$ cat src/design/sdm_pkg.sv
package sdm_pkg;

    localparam int MAX_BODIES_DEF  = 8;
    localparam int JOINT_COUNT_DEF = 32;

    localparam int POS_W    = 16;
    localparam int CONF_W   = 2;
    localparam int JOINT_W  = 5;
    localparam int THR_W    = 11;
    localparam int THR_SQ_W = 22;
    localparam int MAG_W    = 16;
    localparam int SQ_W     = 32;
    localparam int SUM_W    = 34;
    localparam int ID_OUT_W = 4;
    localparam int ADDR_W   = 4;
    localparam int DATA_W   = 32;

    localparam logic [CONF_W-1:0] CONF_MEDIUM = 2'd2;
    localparam logic [SUM_W-1:0]  DIST_CAP_SQ = 34'd1000000;

    localparam logic [1:0] REG_THRESHOLD = 2'd0;
    localparam logic [1:0] REG_SIMPLE    = 2'd1;
    localparam logic [1:0] REG_CHEST     = 2'd2;

    localparam logic [THR_W-1:0]    THRESHOLD_RST = 11'd300;
    localparam logic [THR_SQ_W-1:0] THR_SQ_RST    = 22'd90000;
    localparam logic [JOINT_W-1:0]  CHEST_RST     = 5'd2;

    typedef struct packed {
        logic signed [POS_W-1:0] x;
        logic signed [POS_W-1:0] y;
        logic signed [POS_W-1:0] z;
        logic [CONF_W-1:0]       conf;
    } joint_entry_t;

    typedef struct packed {
        logic               frame_start;
        logic [JOINT_W-1:0] joint;
        joint_entry_t       entry;
        logic               compare;
        logic               in_range;
        logic               last;
    } token_t;

endpackage

$ cat src/design/sdm_cell.sv
module sdm_cell
    import sdm_pkg::*;
#(
    parameter int JOINT_COUNT = JOINT_COUNT_DEF,
    parameter int ID_W        = 4,
    parameter int CELL_ID     = 0
)
(
    input  logic                clk,
    input  logic                rst_n,
    input  token_t              tok_in,
    input  logic                tok_in_valid,
    input  logic [ID_W-1:0]     count_in,
    input  logic [THR_SQ_W-1:0] thr_sq,
    input  logic [ID_W-1:0]     res_in,
    output token_t              tok_out,
    output logic                tok_out_valid,
    output logic [ID_W-1:0]     count_out,
    output logic [ID_W-1:0]     res_out
);

    localparam int JIDX_W = (JOINT_COUNT > 1) ? $clog2(JOINT_COUNT) : 1;
    localparam logic [ID_W-1:0] SLOT  = ID_W'(CELL_ID);
    localparam logic [ID_W-1:0] MY_ID = ID_W'(CELL_ID + 1);

    function automatic logic [MAG_W-1:0] abs_diff(input logic signed [POS_W-1:0] a,
                                                  input logic signed [POS_W-1:0] b);
        logic signed [POS_W:0] d;
        logic [POS_W:0]        n;
        d = {a[POS_W-1], a} - {b[POS_W-1], b};
        n = -d;
        return d[POS_W] ? n[MAG_W-1:0] : d[MAG_W-1:0];
    endfunction

    joint_entry_t joint_mem [JOINT_COUNT];

    token_t            tok_reg;
    logic              tok_valid_reg;
    logic [ID_W-1:0]   count_reg;

    joint_entry_t      rd_reg;
    joint_entry_t      pos1_reg;
    logic              en1_reg;
    logic              last1_reg;
    logic              v1_reg;

    logic [SQ_W-1:0]   sqx_reg;
    logic [SQ_W-1:0]   sqy_reg;
    logic [SQ_W-1:0]   sqz_reg;
    logic              en2_reg;
    logic              last2_reg;
    logic              v2_reg;

    logic              flag_reg;
    logic              flag_next;
    logic [ID_W-1:0]   res_reg;
    logic [ID_W-1:0]   res_next;

    logic [JIDX_W-1:0] jidx;
    logic              en0;
    logic              wr0;
    logic [MAG_W-1:0]  mag_x;
    logic [MAG_W-1:0]  mag_y;
    logic [MAG_W-1:0]  mag_z;
    logic [SUM_W-1:0]  dist_sq;
    logic [SUM_W-1:0]  dist_capped;
    logic              hit;
    logic              flag_now;

    assign tok_out       = tok_reg;
    assign tok_out_valid = tok_valid_reg;
    assign count_out     = count_reg;
    assign res_out       = res_reg;

    // stage 0: read or write this body's joint slot
    assign jidx = tok_reg.joint[JIDX_W-1:0];
    assign en0  = tok_reg.compare && (SLOT < count_reg);
    assign wr0  = tok_reg.in_range && (SLOT == count_reg);

    always_ff @(posedge clk)
    begin
        if (tok_valid_reg && wr0)
        begin
            joint_mem[jidx] <= tok_reg.entry;
        end
        rd_reg <= joint_mem[jidx];
    end

    // stage 1: squared axis distances
    assign mag_x = abs_diff(rd_reg.x, pos1_reg.x);
    assign mag_y = abs_diff(rd_reg.y, pos1_reg.y);
    assign mag_z = abs_diff(rd_reg.z, pos1_reg.z);

    // stage 2: sum, cap, threshold
    assign dist_sq     = SUM_W'(sqx_reg) + SUM_W'(sqy_reg) + SUM_W'(sqz_reg);
    assign dist_capped = (dist_sq > DIST_CAP_SQ) ? DIST_CAP_SQ : dist_sq;
    assign hit         = en2_reg && (dist_capped < SUM_W'(thr_sq));
    assign flag_now    = flag_reg | hit;

    always_comb
    begin
        flag_next = flag_reg;
        res_next  = res_reg;
        if (v2_reg)
        begin
            flag_next = last2_reg ? 1'b0 : flag_now;
            res_next  = flag_now ? MY_ID : res_in;
        end
        if (tok_valid_reg && tok_reg.frame_start)
        begin
            flag_next = 1'b0;
        end
    end

    always_ff @(posedge clk)
    begin
        tok_reg   <= tok_in;
        count_reg <= count_in;
        pos1_reg  <= tok_reg.entry;
        en1_reg   <= en0;
        last1_reg <= tok_reg.last;
        sqx_reg   <= SQ_W'(mag_x) * SQ_W'(mag_x);
        sqy_reg   <= SQ_W'(mag_y) * SQ_W'(mag_y);
        sqz_reg   <= SQ_W'(mag_z) * SQ_W'(mag_z);
        en2_reg   <= en1_reg && (rd_reg.conf == CONF_MEDIUM);
        last2_reg <= last1_reg;
        res_reg   <= res_next;
    end

    always_ff @(posedge clk or negedge rst_n)
    begin
        if (!rst_n)
        begin
            tok_valid_reg <= 1'b0;
            v1_reg        <= 1'b0;
            v2_reg        <= 1'b0;
            flag_reg      <= 1'b0;
        end
        else
        begin
            tok_valid_reg <= tok_in_valid;
            v1_reg        <= tok_valid_reg;
            v2_reg        <= v1_reg;
            flag_reg      <= flag_next;
        end
    end

endmodule

$ cat config.mk
export PLATFORM = sky130hd
export DESIGN_NAME = sdm_cell
export DESIGN_NICKNAME = d
export VERILOG_FILES = /design/src/design/sdm_pkg.sv /design/src/design/sdm_cell.sv
export SDC_FILE = /design/constraint.sdc
export NUM_CORES = 2
export LEC_CHECK = 0
export BUFFER_PORTS_ARGS = -buffer_cell sky130_fd_sc_hd__buf_2
export CAP_MARGIN = 20
export CORE_MARGIN = 1.5
export CORE_UTILIZATION = 45
export CTS_BUF_LIST = sky130_fd_sc_hd__clkbuf_8
export CTS_CLUSTER_DIAMETER = 150
export DETAILED_ROUTE_END_ITERATION = 12
export GPL_ROUTABILITY_DRIVEN = 0
export SLEW_MARGIN = 20
export SYNTH_ARGS = -nofsm -noshare
export SYNTH_HDL_FRONTEND = slang
export SYNTH_SLANG_ARGS = --single-unit
export TNS_END_PERCENT = 100
$ cat constraint.sdc
create_clock -name clk -period 14.05 [get_ports clk]
set_input_delay 0 -clock clk [delete_from_list [all_inputs] [get_ports clk]]
set_output_delay 0 -clock clk [all_outputs]
set_load 0.01 [all_outputs]
# == Word level (Yosys, flattened, before mapping) ==
# Memories as Yosys holds them, arrays and structs flattened. A register that Yosys moved wholly into a read port is not among the register bits.
# Index checks and enable logic that the tools add are counted.
# totals
inputBits,92
output_inout_bits,68
latch_bits,0
elab_cells,59
regBits,219
n_memories,1
rom_bits,0
ramBits,1600
# op_classes
n_addsub,8
n_div,0
n_bitwise,1
magnitude_cmp,3
n_eq_ne,1
mul,3
reduce_logical,8
shifts,0
muxes,9
# mem_list
memory,words,word_bits,rd,rd_clocked_by_memory_dff,write_ports,line_no,source
joint_mem,32,50,1,1,1,sdm_cell.sv:35,joint_entry_t joint_mem [JOINT_COUNT];
# op_table
operator,count
$mul 16x16->32,3
$sub 16x16->17,3
$mux 16,3
$neg 16->16,3
$add 33x32->34,1
$gt 34x20->1 const B,1
$lt 34x22->1,1
$mux 34,1
$add 32x32->33,1
$logic_and 1x1->1,6
$mux 1,5
$logic_not 4->1,1
$lt 1x4->1 const A,1
$eq 2x2->1 const B,1
$reduce_bool 2->1,1
$or 1x1->1,1

# == Logic depth before layout (Yosys ltp) ==
# logic_depth
depth_word,10
ltp_mapped,41
ltp_nobuf,39

# == Worst setup path before layout ==
# No wires, ideal clock.
# synth_timing
kind,reg2reg
start,"register, netlist name rd_reg[18]"
end,register sqy_reg[31]
t_arrival_ns,8.794
period_less_slack_ns,8.924
setup_time_ns,0.129
setup_slack_ns,5.126
path_stages_with_launch,38
cell_sequence,dfxtp_1 inv_1 ha_1 fa_1 nor2b_1 o31a_1 o221ai_1 a22oi_1 a31oi_1 nor2b_1 a2bb2oi_2 nor2_1 xor2_1 inv_2 nand2_1 inv_1 fa_1 inv_1 (+2 left out) fa_1 inv_1 fa_1 inv_1 fa_1 fa_1 ha_1 a21o_1 a21o_1 a2111oi_0 o21a_1 or3_1 nand3_1 a41o_1 o41ai_2 o21ai_0 a21oi_1 xnor3_1
# synth_via
elab_chain_cells,4
# synth_lines
element,line_no,source
$sub 16x16->17 *,sdm_cell.sv:30,"d = {a[POS_W-1], a} - {b[POS_W-1], b};"
$neg 16->16,sdm_cell.sv:31,n = -d;
$mux 16 *,sdm_cell.sv:32,return d[POS_W] ? n[MAG_W-1:0] : d[MAG_W-1:0];
$mul 16x16->32 *,sdm_cell.sv:123,sqy_reg <= SQ_W'(mag_y) * SQ_W'(mag_y);
end signal: assignment,sdm_cell.sv:123,
end: declaration,sdm_cell.sv:48,logic [SQ_W-1:0] sqy_reg;
# Every way passes the cells marked *; elsewhere a longest branch is shown, timed or not.
# A chain may end at the register's enable or synchronous reset.

# == Worst setup path after layout ==
# layout_timing
start,"register, netlist name rd_reg[2]"
end,register sqz_reg[31]
# layout_via
elab_chain_cells,4
# layout_lines
element,line_no,source
$sub 16x16->17 *,sdm_cell.sv:30,
$neg 16->16,sdm_cell.sv:31,
$mux 16 *,sdm_cell.sv:32,
$mul 16x16->32 *,sdm_cell.sv:124,sqz_reg <= SQ_W'(mag_z) * SQ_W'(mag_z);
end signal: assignment,sdm_cell.sv:124,
end: declaration,sdm_cell.sv:49,logic [SQ_W-1:0] sqz_reg;
# Marked as above.

==> results.toml <==
[run_status]
status = "complete, no violations"

[clock_network]
cts_made_buffers = 324
cts_root_buf = "clkbuf_8"
cts_max_level = 5
clk_latency_ns = 1.03
cts_sinks = 1866
cts_tree = "done"
cts_resized = 0
clockBufferDepth = 4
cts.clk_slew.worst_paths_ns = 0.06

[finish]
largest_register_ff_count = 1600
fin_nets = 7666
drive_above_1_share_pct = 18.0
final_cell_mix = "edfxtp_1 (1604), inv_1 (907), fa_1 (522)"
final_cell_count_no_fill = 9590
syn2layout_area_growth_pct = 13.6
final_common_cell = "edfxtp_1"
fin_util_pct = 51.5

[detailed_routing]
postRouteAntennaNets = 0
via_per_inst = 5.61
routed_wl_um = 239000
firstDrtPassIters = 6
routedWlPerCell_um = 24.9
vias = 53800
dr.first_iter.drc_count = 4911
remaining_drc_errors = 0

[synth]
syn_area_um2 = 93100
synth_ff_type = "edfxtp_1"
synth.top_cell.area_share_pct = 51.7
synthTopCellsByArea = "edfxtp_1 (52%), fa_1 (11%), mux4_2 (9.7%)"
synth_cell_types = 99
synth-edff-count = 1604
yosysSeqAreaShare_pct = 57.4
yosysTopAreaCell = "edfxtp_1"
synth_warnings = 0
ys_async_sr_fraction_pct = 0.214
synth_cells = 6091
syn_area_per_cell_um2 = 15.3
ys_seq_elements = 1866

[hold_path]
min_from = "tok_in[34]"
hp-class = "input pin to register"

[critical_path]
crit_slowest_cell = "xor2_1"
path_max_fanout = 9
reg2reg_depth = 31
path_class = "register to register"
r2r-end = "sqz_reg[31]"
cp.required_ns = 14.91
critPathCaptureType = "register"
reg2reg_slack_ns = 3.89
crit_top_cell = "fa_1"
r2r_start = "rd_reg[2]"
critPathMaxStageDelay_ns = 0.82
worstSetupEndpoint = "sqz_reg[31]"
worstPathArrival_ns = 11.02
crit_start = "rd_reg[2]"
startpoint_type = "register"

[sta]
setup_violations = 0
clock.fmax_mhz = 98.4
maxSlewViolCount = 0
fin_crit_sh_pct = 72.3
skew_ns = 0.121
relSlewSlack_pct = 23.3
worstMarginPinSlew_ns = 1.15
rsz0062_at_grt = "false"
fin_crit_ns = 10.16
fin_setup_tns_ns = 0
hold_viol = 0

[global_route]
antenna_found_initial = 7
grt_pass1_vias = 56000
grt_pass1_wl_um = 357000
grt_max_degree = 130
track_usage_pct = 23.0
globalRouteOverflowTotal = 0

[placed_design]
post-dp-hpwl_um = 147000
placed_cells = 8851
numPortBuffers = 159

[die]
die-area_um2 = 210000
num_rows = 166
core_area_um2 = 205000
die_h_um = 458
start_util_pct = 45.4
die_x_um = 458
io_pins = 160

[flow_run]
maxCapViolCount = 0
through the flow:
| stage | hold slack (ns) | area (µm²) | setup WS, ns |
|---|---|---|---|
| global route | 0.111 | 106000 | 3.19 |
| CTS | 0.000753 | 106000 | 3.97 |
| detailed placement | -0.191 | 97600 | 4.01 |
| floorplan | -0.296 | 93100 | 5.13 |
| global placement | -0.193 | 97600 | 4.23 |
| finish | 0.152 | 106000 | 3.89 |
kinds of logic (layout without fill, tap and decap cells):
logic type	count (synthesis)	in the layout	share of synthesized area, %
adders and majority gates	914	914	16.5
buffers and inverters	1026	1830	4.16
muxes	405	405	9.74
other	1	8	0.00403
AOI/OAI and AO/OA	731	731	5.46
DFF	1866	1866	57.4
xor gates and xnor gates	193	193	1.92
and+or+nand+nor	955	955	4.83
timing repair:
| item | 4_1_cts | 5_1_grt |
|---|---|---|
| hold endpoints to repair | 73 | 0 |
| hold buffers | 168 | 0 |
| setup buffers | 0 | 0 |
| setup endpoints to repair | 0 | 0 |
worst min path at each step:
stage	endpoint	slack, ns	cells past startpoint
2_1_floorplan	flag_reg	-0.30	0
4_1_cts	tok_out[34]	0.0008	3
3_3_place_gp	flag_reg	-0.19	1
5_1_grt	tok_out[12]	0.11	3
3_5_place_dp	flag_reg	-0.19	1
6_report	tok_out[34]	0.15	3
layer usage:
metal	part of all wire (%)	GRT usage (%)	routed length, µm	vias to the layer above
met5	0	0	0	-
met4	2.4	6.37	5710	0
met3	7.0	3.59	16800	375
met2	49	37.7	116000	2047
met1	42	32.1	100000	28000
li1	-	-	-	23500
cells in the mapped netlist (all sizes together), types with 75 or more instances:
library cell	n
mux4	400
ha	392
a22oi	201
dfxtp	258
a21o	75
inv	831
o21ai	96
a21oi	157
clkbuf	126
edfxtp	1604
xor2	80
fa	522
nand2	248
xnor2	112
nor2	334
cell type report:
class	count	area (µm²)
Clock inverter	200	1270
Fill cell	17000	99500
Antenna cell	3	7.51
Clock buffer	365	5020
Tap cell	2688	3360
Timing Repair Buffer	428	3330
Sequential cell	1866	53500
Multi-Input combinational cell	3203	36100
Inverter	837	3140
critical path, delay by kind of cell (launching register included):
kind,cells,cell delay [ns]
fa+ha+maj,9,3.98
compound gates,11,3.12
simple gates,6,0.99
xor+xnor,2,0.94
buf+inv,3,0.66
flops,1,0.31
Power is left out: the tool's default activity adds up to more than one toggle a clock period on the data nets, which glitch-free logic cannot reach.
